**src/sv/nsd_pkg.sv**
```systemverilog
// Shared declarations for the NMEA sentence deframer: line-length constant,
// status codes, character codes, result record, sentence lookup and hex digit helpers.
// No dependencies.
`timescale 1ns / 1ps

package nsd_pkg;

  // Longest line kept, start character included.
  localparam int LINE_MAX = 128;
  // Byte counter width: must be able to hold LINE_MAX itself.
  localparam int CNT_W    = $clog2(LINE_MAX + 1);
  localparam int NUM_TYPES = 12;

  localparam logic [7:0] CH_DOLLAR = 8'h24;
  localparam logic [7:0] CH_BANG   = 8'h21;
  localparam logic [7:0] CH_STAR   = 8'h2A;
  localparam logic [7:0] CH_COMMA  = 8'h2C;
  localparam logic [7:0] CH_CR     = 8'h0D;
  localparam logic [7:0] CH_LF     = 8'h0A;

  typedef enum logic [2:0] {
    ST_OK         = 3'd0,
    ST_MALFORMED  = 3'd1,
    ST_MISMATCH   = 3'd2,
    ST_BAD_HEADER = 3'd3,
    ST_UNKNOWN    = 3'd4
  } nsd_status_t;

  typedef struct packed {
    nsd_status_t status;
    logic [15:0] talker_code;
    logic [3:0]  sentence_type;
    logic [7:0]  payload_length;
    logic [7:0]  computed_checksum;
    logic        started_with_bang;
  } nsd_result_t;

  typedef struct packed {
    logic       hit;
    logic [3:0] idx;
  } nsd_lookup_t;

  typedef struct packed {
    logic       bad;
    logic [3:0] value;
  } nsd_nibble_t;

  // RMC GGA VTG VHW HDT HDG MWV DPT DBT MTW XTE BWC, in index order.
  localparam logic [23:0] TYPE_CODES [NUM_TYPES] = '{
    24'h524D43, 24'h474741, 24'h565447, 24'h564857, 24'h484454, 24'h484447,
    24'h4D5756, 24'h445054, 24'h444254, 24'h4D5457, 24'h585445, 24'h425743
  };

  function automatic nsd_lookup_t nsd_find_type(input logic [23:0] code);
    nsd_lookup_t r;
    r = '0;
    for (int i = NUM_TYPES - 1; i >= 0; i--) begin
      if (TYPE_CODES[i] == code) begin
        r.hit = 1'b1;
        r.idx = 4'(i);
      end
    end
    return r;
  endfunction

  function automatic nsd_nibble_t nsd_hex_nibble(input logic [7:0] c);
    nsd_nibble_t r;
    r = '0;
    if (c inside {[8'h30:8'h39]}) begin
      r.value = 4'(c - 8'h30);
    end else if (c inside {[8'h41:8'h46]}) begin
      r.value = 4'(c - 8'h37);
    end else if (c inside {[8'h61:8'h66]}) begin
      r.value = 4'(c - 8'h57);
    end else begin
      r.bad = 1'b1;
    end
    return r;
  endfunction

endpackage

```
**src/sv/nsd_linecore.sv**
```systemverilog
// Line state of the NMEA deframer: header capture, checksum accumulation and
// the end-of-line verdict. Depends on nsd_pkg.
`timescale 1ns / 1ps

module nsd_linecore (
  input  logic                clk,
  input  logic                rst_n,
  input  logic                byte_valid,
  input  logic [7:0]          byte_data,
  output logic                res_valid,
  output nsd_pkg::nsd_result_t res
);

  typedef struct packed {
    logic                      in_line;
    logic [nsd_pkg::CNT_W-1:0] byte_count;
    logic [7:0]                xor_accum;
    logic                      star_seen;
    logic [nsd_pkg::CNT_W-1:0] star_offset;
    logic [1:0]                hex_digits_taken;
    logic [7:0]                received_checksum;
    logic                      hex_invalid;
    logic [15:0]               talker_bytes;
    logic [23:0]               sentence_bytes;
    logic                      comma_present;
    logic                      bang_start;
  } nsd_line_t;

  nsd_line_t             line_r;
  nsd_line_t             line_nxt;
  logic                  is_start;
  logic                  is_eol;
  logic [nsd_pkg::CNT_W:0] plen_ext;
  nsd_pkg::nsd_lookup_t  lookup;
  nsd_pkg::nsd_nibble_t  nib;
  logic [nsd_pkg::CNT_W-1:0] pos;

  assign is_start = (byte_data == nsd_pkg::CH_DOLLAR) || (byte_data == nsd_pkg::CH_BANG);
  assign is_eol   = (byte_data == nsd_pkg::CH_CR) || (byte_data == nsd_pkg::CH_LF);
  assign pos      = line_r.byte_count;
  assign nib      = nsd_pkg::nsd_hex_nibble(byte_data);
  assign lookup   = nsd_pkg::nsd_find_type(line_r.sentence_bytes);

  // Payload length runs up to the first star, or to the end when none came.
  assign plen_ext = line_r.star_seen
                  ? ({1'b0, line_r.star_offset} - (nsd_pkg::CNT_W + 1)'(1))
                  : ({1'b0, line_r.byte_count} - (nsd_pkg::CNT_W + 1)'(1));

  assign res_valid = byte_valid && !is_start && line_r.in_line && is_eol;

  always_comb begin
    res                   = '0;
    res.talker_code       = line_r.talker_bytes;
    res.computed_checksum = line_r.xor_accum;
    res.started_with_bang = line_r.bang_start;
    if (plen_ext > (nsd_pkg::CNT_W + 1)'(255)) begin
      res.payload_length = 8'hFF;
    end else begin
      res.payload_length = 8'(plen_ext);
    end
    if (!line_r.star_seen || (line_r.hex_digits_taken < 2'd2) || line_r.hex_invalid) begin
      res.status = nsd_pkg::ST_MALFORMED;
    end else if (line_r.received_checksum != line_r.xor_accum) begin
      res.status = nsd_pkg::ST_MISMATCH;
    end else if ((plen_ext < (nsd_pkg::CNT_W + 1)'(6)) || !line_r.comma_present) begin
      res.status = nsd_pkg::ST_BAD_HEADER;
    end else if (!lookup.hit) begin
      res.status = nsd_pkg::ST_UNKNOWN;
    end else begin
      res.status        = nsd_pkg::ST_OK;
      res.sentence_type = lookup.idx;
    end
  end

  always_comb begin
    line_nxt = line_r;
    if (byte_valid) begin
      if (is_start) begin
        line_nxt            = '0;
        line_nxt.in_line    = 1'b1;
        line_nxt.byte_count = nsd_pkg::CNT_W'(1);
        line_nxt.bang_start = (byte_data == nsd_pkg::CH_BANG);
      end else if (line_r.in_line) begin
        if (is_eol) begin
          line_nxt = '0;
        end else if (pos >= nsd_pkg::CNT_W'(nsd_pkg::LINE_MAX)) begin
          // Overlong line: dropped without a result.
          line_nxt = '0;
        end else begin
          if ((pos == nsd_pkg::CNT_W'(1)) || (pos == nsd_pkg::CNT_W'(2))) begin
            line_nxt.talker_bytes = {line_r.talker_bytes[7:0], byte_data};
          end else if ((pos >= nsd_pkg::CNT_W'(3)) && (pos <= nsd_pkg::CNT_W'(5))) begin
            line_nxt.sentence_bytes = {line_r.sentence_bytes[15:0], byte_data};
          end else if (pos == nsd_pkg::CNT_W'(6)) begin
            line_nxt.comma_present = (byte_data == nsd_pkg::CH_COMMA);
          end
          if (!line_r.star_seen) begin
            if (byte_data == nsd_pkg::CH_STAR) begin
              line_nxt.star_seen   = 1'b1;
              line_nxt.star_offset = pos;
            end else begin
              line_nxt.xor_accum = line_r.xor_accum ^ byte_data;
            end
          end else if (line_r.hex_digits_taken < 2'd2) begin
            line_nxt.hex_invalid       = line_r.hex_invalid | nib.bad;
            line_nxt.received_checksum = {line_r.received_checksum[3:0],
                                          nib.bad ? 4'd0 : nib.value};
            line_nxt.hex_digits_taken  = line_r.hex_digits_taken + 2'd1;
          end
          line_nxt.byte_count = pos + nsd_pkg::CNT_W'(1);
        end
      end
    end
  end

  always_ff @(posedge clk) begin
    if (!rst_n) begin
      line_r <= '0;
    end else begin
      line_r <= line_nxt;
    end
  end

endmodule

```
**src/sv/nmea_sentence_deframer.sv**
```systemverilog
// Top level of the NMEA 0183 sentence deframer and checksum checker.
// Depends on nsd_pkg and nsd_linecore.
`timescale 1ns / 1ps

//  Channel   Direction  Handshake             Payload
//  in_       input      in_valid / in_stall   in_byte_in (one serial byte)
//  out_      output     out_valid / out_stall status, talker, type, length,
//                                             checksum, start character
//
// One byte is taken every cycle while in_stall is low. The line's closing CR or
// LF passes the input register, then the result register, before its result leaves.
// Reset (rst_n low at a clock edge) empties both registers and closes any line.
// While a result waits under out_stall, the input register can still take one
// byte; in_stall rises as soon as it holds a byte, whether or not that byte
// ends a line, and stays high until the result leaves.

module nmea_sentence_deframer (
  input  logic       clk,
  input  logic       rst_n,
  input  logic       in_valid,
  output logic       in_stall,
  input  logic [7:0] in_byte_in,
  output logic       out_valid,
  input  logic       out_stall,
  output logic [2:0] out_status,
  output logic [15:0] out_talker_code,
  output logic [3:0] out_sentence_type,
  output logic [7:0] out_payload_length,
  output logic [7:0] out_computed_checksum,
  output logic       out_started_with_bang
);

  // Input register: holds one byte until the line logic can consume it.
  logic       s1_valid_r;
  logic       s1_valid_nxt;
  logic [7:0] s1_byte_r;
  logic       s1_fire;
  logic       in_accept;

  // Result register.
  logic                 out_valid_r;
  logic                 out_valid_nxt;
  nsd_pkg::nsd_result_t out_res_r;
  logic                 core_res_valid;
  nsd_pkg::nsd_result_t core_res;

  // The held byte must wait only when the result register is occupied and
  // stalled. Holding every byte in that case keeps line order trivially.
  assign in_stall  = s1_valid_r && out_valid_r && out_stall;
  assign in_accept = in_valid && !in_stall;
  assign s1_fire   = s1_valid_r && !in_stall;

  assign s1_valid_nxt = in_stall ? 1'b1 : in_valid;

  always_ff @(posedge clk) begin
    if (!rst_n) begin
      s1_valid_r <= 1'b0;
    end else begin
      s1_valid_r <= s1_valid_nxt;
    end
  end

  always_ff @(posedge clk) begin
    if (in_accept) begin
      s1_byte_r <= in_byte_in;
    end
  end

  nsd_linecore u_linecore (
    .clk        (clk),
    .rst_n      (rst_n),
    .byte_valid (s1_fire),
    .byte_data  (s1_byte_r),
    .res_valid  (core_res_valid),
    .res        (core_res)
  );

  // When s1 fires, the result register is either empty or being drained.
  always_comb begin
    out_valid_nxt = out_valid_r;
    if (s1_fire && core_res_valid) begin
      out_valid_nxt = 1'b1;
    end else if (out_valid_r && !out_stall) begin
      out_valid_nxt = 1'b0;
    end
  end

  always_ff @(posedge clk) begin
    if (!rst_n) begin
      out_valid_r <= 1'b0;
    end else begin
      out_valid_r <= out_valid_nxt;
    end
  end

  always_ff @(posedge clk) begin
    if (s1_fire && core_res_valid) begin
      out_res_r <= core_res;
    end
  end

  assign out_valid             = out_valid_r;
  assign out_status            = out_res_r.status;
  assign out_talker_code       = out_res_r.talker_code;
  assign out_sentence_type     = out_res_r.sentence_type;
  assign out_payload_length    = out_res_r.payload_length;
  assign out_computed_checksum = out_res_r.computed_checksum;
  assign out_started_with_bang = out_res_r.started_with_bang;

  // An accepted sentence always carries a full header.
  a_ok_has_header: assert property (@(posedge clk) disable iff (!rst_n)
    (out_valid && (out_status == nsd_pkg::ST_OK)) |-> (out_payload_length >= 8'd6))
    else $error("accepted sentence with short payload");

  // The sentence index is only reported for accepted sentences.
  a_type_zero_on_reject: assert property (@(posedge clk) disable iff (!rst_n)
    (out_valid && (out_status != nsd_pkg::ST_OK)) |-> (out_sentence_type == 4'd0))
    else $error("sentence type set on a rejected line");

  // A line end consumed by the line logic shows up in the next cycle.
  a_result_lands: assert property (@(posedge clk) disable iff (!rst_n)
    (s1_fire && core_res_valid) |=> out_valid)
    else $error("line result lost");

endmodule

```
**config.mk**
```make
export PLATFORM = sky130hd
export DESIGN_NAME = nmea_sentence_deframer
export DESIGN_NICKNAME = d
export VERILOG_FILES = /design/src/sv/nsd_pkg.sv /design/src/sv/nsd_linecore.sv /design/src/sv/nmea_sentence_deframer.sv
export SDC_FILE = /design/constraint.sdc
export NUM_CORES = 1
export LEC_CHECK = 0
export BUFFER_PORTS_ARGS = -buffer_cell sky130_fd_sc_hd__clkbuf_2
export CORE_MARGIN = 1.5
export CORE_UTILIZATION = 55
export DETAILED_ROUTE_END_ITERATION = 6
export PLACE_DENSITY = 0.75
export SYNTH_ARGS = -nofsm -noshare
export SYNTH_HDL_FRONTEND = slang
export SYNTH_HIERARCHICAL = 1
export SYNTH_SLANG_ARGS = --single-unit
```
**constraint.sdc**
```tcl
create_clock -name clk -period 11.83 [get_ports clk]
set_clock_uncertainty 0.15 [all_clocks]
set_input_delay 2.366 -clock clk [delete_from_list [all_inputs] [get_ports clk]]
set_output_delay 2.366 -clock clk [all_outputs]
set_load 0.005 [all_outputs]
```
# After elaboration in Yosys (flattened, before gate mapping)
# Cells that the tools add are included.
# word_totals
regBits	129
latch_bits	0
mem_bits_rw	0
romBits	0
output_inout_bits	42
word_cells	161
memories	0
# classes
add_sub_neg	7
mul	0
n_div	0
n_lt_le_gt_ge	12
n_eq_ne	26
n_shift	0
mux	42
bitwise_logic	3
reduce_logical	46
# op_table
operator	n
$eq 23x24->1 const A	12
$mux 79	3
$mux 77	1
$mux 5	12
$eq 8x6->1 const B	4
$mux 25	1
$mux 24	1
$reduce_bool 4->1	6
$mux 11	2
$mux 9	2
$sub 8x1->9 const B	2
$mux 17	1
$eq 8x4->1 const B	2
$ge 8x7->1 const B	2
$le 8x7->1 const B	2
$mux 16	1
$mux 4	4
$reduce_and 4->1	4
$logic_and 1x1->1	13
$ne 4x1->1 const B	3
$reduce_or 12->1	1
$mux 1	10
$gt 9x8->1 const B	1
$lt 9x3->1 const B	1
other kinds (32)	45

# Depth between registers and ports, before layout
# logic_depth
word_depth	16
ltp_mapped	12
ltp_nobuf	8

# Hierarchy
# Netlist, hierarchy kept.
# modules_own_cells
mod	n_inst	cells_each	area_each_um2
nsd_linecore	1	573	4578.1
nmea_sentence_deframer	1	58	1532.7

# Worst setup path after synthesis
# Ideal clock, no wire load.
# synth_timing
kind	input port to flip-flop
startpoint	input port out_stall
endpoint	register out_res_r, in the netlist out_computed_checksum[0] (enable)
setup_ns	0.451
arrival_time_ns	5.066
required_time_ns	11.229
path_slack_ns	6.163
cell_stages	7
path_cell_list	nand2_1 -> and2_1 -> clkbuf_1 -> nand2_1 -> nor2_1 -> nand2_1 -> a21oi_1
# synth_via
elab_chain_len	7
# synth_lines
element	line	text
start: declaration	nmea_sentence_deframer.sv:24	input logic out_stall,
$logic_and 1x1->1	nmea_sentence_deframer.sv:49	assign in_stall = s1_valid_r && out_valid_r && out_stall;
$logic_not 1->1	nmea_sentence_deframer.sv:51	assign s1_fire = s1_valid_r && !in_stall;
$logic_and 1x1->1	nmea_sentence_deframer.sv:51	
via s1_fire	nmea_sentence_deframer.sv:37	logic s1_fire;
$logic_and 1x1->1 (3 in series)	nsd_linecore.sv:49	assign res_valid = byte_valid && !is_start && line_r.in_line && is_eol;
via core_res_valid	nmea_sentence_deframer.sv:44	logic core_res_valid;
$logic_and 1x1->1	nmea_sentence_deframer.sv:97	if (s1_fire && core_res_valid) begin
end signal: assignment	nmea_sentence_deframer.sv:98	out_res_r <= core_res;
end: declaration	nmea_sentence_deframer.sv:43	nsd_pkg::nsd_result_t out_res_r;
# The timed path passes the listed nets, and every way through them passes these cells.
# A chain may end at the register's enable or synchronous reset.

# Worst setup path after layout
# layout_timing
startpoint	input port out_stall
endpoint	output port in_stall
# layout_via
elab_chain_len	1
# layout_lines
element	line	text
$logic_and 1x1->1	nmea_sentence_deframer.sv:49	
end: declaration	nmea_sentence_deframer.sv:21	output logic in_stall,
# No other way between the ends.

==> flow_metrics.tcl <==
set metrics [dict create \
    status "complete, no violations" \
    wl_met2_mm 5.68 \
    ios 54 \
    ant_nets 0 \
    synth_edf_count 48 \
    routed_wirelength_mm 12.3 \
    clock-sinks 129 \
    die_h_um 108 \
    drv_slew 0 \
    n_antenna_cell 0 \
    nNetsFinal 671 \
    maxSlewHeadroom_pct 35.7 \
    io_buffers 53 \
    hold_class "reg -> reg" \
    htreeDepth 4 \
    grt_max_degree 78 \
    mostFrequentLayoutCell "nand2_1" \
    synth_fp_nets 653 \
    synth-main-ff-cell "dfxtp_1" \
    grt-ovfl-total 0 \
    clk_pin_slew_ps 60 \
    final.min_clock_period_ps 5320 \
    drive_gt1_share_pct 15.4 \
    post_cts_buffers 0 \
    slowest_delay_ps 200 \
    area_delta_synth_final_pct 11.7 \
    yosys_warnings 6 \
    clockPowerShare_pct 50.9 \
    cts_hold_buf 0 \
    switching_share_pct 21.9 \
    synth_cells 631 \
    wl_met3_um 605 \
    finalPower_uw 986 \
    grt_pass1_wl_mm 20.6 \
    stdcell_count 802 \
    placed_cells 770 \
    cp_slowest_cell "and3_4" \
    core_area_mm2 0.0108 \
    rows 38 \
    cts_resized 0 \
    tns_ps 0 \
    path_cells "clkbuf_2 -> and3_4 -> clkbuf_2" \
    peakVddDrop_mv 0.0971 \
    layout_common_cells "82 x nand2_1, 81 x dfxtp_1, 55 x nand3_1" \
    die_w_um 108 \
    critPathArrivalTime_ps 2800 \
    synth_seq_area_share_pct 50.1 \
    firstDrtPassIters 6 \
    synth_seq_cells 129 \
    cpMostUsedCell "clkbuf_2" \
    final_core_util_pct 62.9 \
    yosysTopAreaCell "dfxtp_1" \
    worstPathRequired_ps 9310 \
    syn_area_mm2 0.00611 \
    routed-via-count 4606 \
    track_usage_pct 22.4 \
    cp_max_fo 3 \
    setup_viol_count_final 0 \
    p_comb_share_pct 1.8 \
    yosysUniqueCellTypes 66 \
    fill_cells 876 \
    max_freq_ghz 0.188 \
    synthTopCellsByArea "dfxtp_1 27%, edfxtp_1 24%, nand2_1 5.0%" \
    p_switching_uw 216 \
    dieArea_mm2 0.0118 \
    route.top_layer_used "met4" \
    finalCritPeriodShare_pct 45.0 \
    seq_power_share_pct 47.4 \
    cts_root_buffer "clkbuf_8" \
    wirelength_met1_mm 5.88 \
    hold_viol 0 \
    start_kind "input pin" \
    crit_type "in -> out" \
    drt-initial-drc-count 291 \
    grt_antenna_before_repair 0 \
    cts_inserted_buffers 17 \
    post-route-drc-count 0 \
    grt_pass1_vias 4195 \
    synth.avg_cell_area_um2 9.68 \
    power_leakage_uw 0.00231 \
    initial_core_util_pct 56.4 \
    worstSetupEndpointType "primary output" \
    wl_per_cell_um 15.4 \
    rsz0062_at_grt "no" \
    p_per_area_mw_per_mm2 145 \
    clockBufferDepth 2 \
    internal-power_uw 770 \
    dp_hpwl_mm 8.29 \
    viasPerCell 5.74 \
    yosys.area.top_type_share_pct 26.5 \
    worst_pin_slew_ps 964 \
    cap_viol_max_count 0 \
    place_congestion 0.965 \
    clock_latency_ps 510 \
    synthArstFlopShare_pct 0 \
    cts_tree "done" \
]
[Yosys cell counts, types with 7 or more instances]
library cell	n
nor2_1	35
nor3_1	13
ha_1	10
a21oi_1	8
nor2b_1	13
nand2_1	82
dfxtp_1	81
nand4_1	19
xor2_1	13
nand3_1	55
buf_4	25
xnor2_1	13
o21ai_1	26
clkbuf_1	17
mux2i_1	12
inv_1	16
nor3b_1	7
edfxtp_1	48
o21ai_0	28
buf_2	14
[logic make-up (layout without fill, tap and decap cells)]
| logic type | Yosys count | after routing | share of synthesized area (%) |
|---|---|---|---|
| DFF | 129 | 129 | 50.1 |
| and+or+nand+nor | 272 | 272 | 23.9 |
| muxes | 14 | 14 | 2.33 |
| xor gates and xnor gates | 26 | 26 | 3.73 |
| AOI/OAI and AO/OA | 106 | 106 | 11.3 |
| adders and majority gates | 10 | 10 | 2.05 |
| buffers and inverters | 74 | 105 | 6.61 |
[sequential cells by signal (all words and copies together) (netlist names)]
register,flops
out_computed_checksum,8
u_linecore/pos,8
s1_valid_r,1
out_valid,1
u_linecore/line_r,46
out_sentence_type,4
u_linecore/res,25
out_payload_length,8
s1_byte_r,8
out_status,3
out_started_with_bang,1
out_talker_code,16
[layout make-up]
| type | instances | area (um2) | area share [%] |
|---|---|---|---|
| inverters | 16 | 60.1 | 0.880 |
| clock buffers | 18 | 418 | 6.13 |
| multi-input cells | 428 | 2660 | 38.9 |
| well taps | 140 | 175 | 2.57 |
| clock inverters | 14 | 156 | 2.29 |
| repair buffers | 57 | 295 | 4.33 |
| flip-flops and latches | 129 | 3060 | 44.9 |
[metal layers]
layer	vias to the layer above	GRT usage (%)
met3	14	4.64
met4	0	7.52
met1	2169	31.0
met2	143	35.2
met5	-	0
li1	2280	-
[power groups by stage]
stage | clock network, uW | logic, uW | registers (uW)
after CTS | 509 | 17.2 | 467
after global routing | 528 | 19.3 | 468
after global placement | 0 | 16.8 | 476
after detailed placement | 0 | 17.2 | 477
after floorplan | 0 | 13.9 | 473
final | 502 | 17.5 | 467
[worst paths after layout]
check	startpoint	endpoint	slack, ps	cells past startpoint
setup / recovery	out_stall	in_stall	6510	3
hold / removal	u_linecore/res[36]	out_talker_code[15]	280	0
setup reg to reg	s1_byte_r[1]	u_linecore/line_r[10]	8210	9
hold reg to reg	u_linecore/res[36]	out_talker_code[15]	280	0
[critical path: cells and delay by family]
family        cells  cell delay (ps)
simple gates      1              200
buf+inv           2              240
[through the flow]
stage | worst slack [ps] | hold slack (ps) | area (um2)
after detailed placement | 6510 | 265 | 6250
after floorplan | 6160 | 286 | 6110
after global placement | 6520 | 270 | 6250
final | 6510 | 281 | 6820
after CTS | 6510 | 283 | 6820
after global routing | 6480 | 292 | 6820
Power figures use the tool's default switching activity.
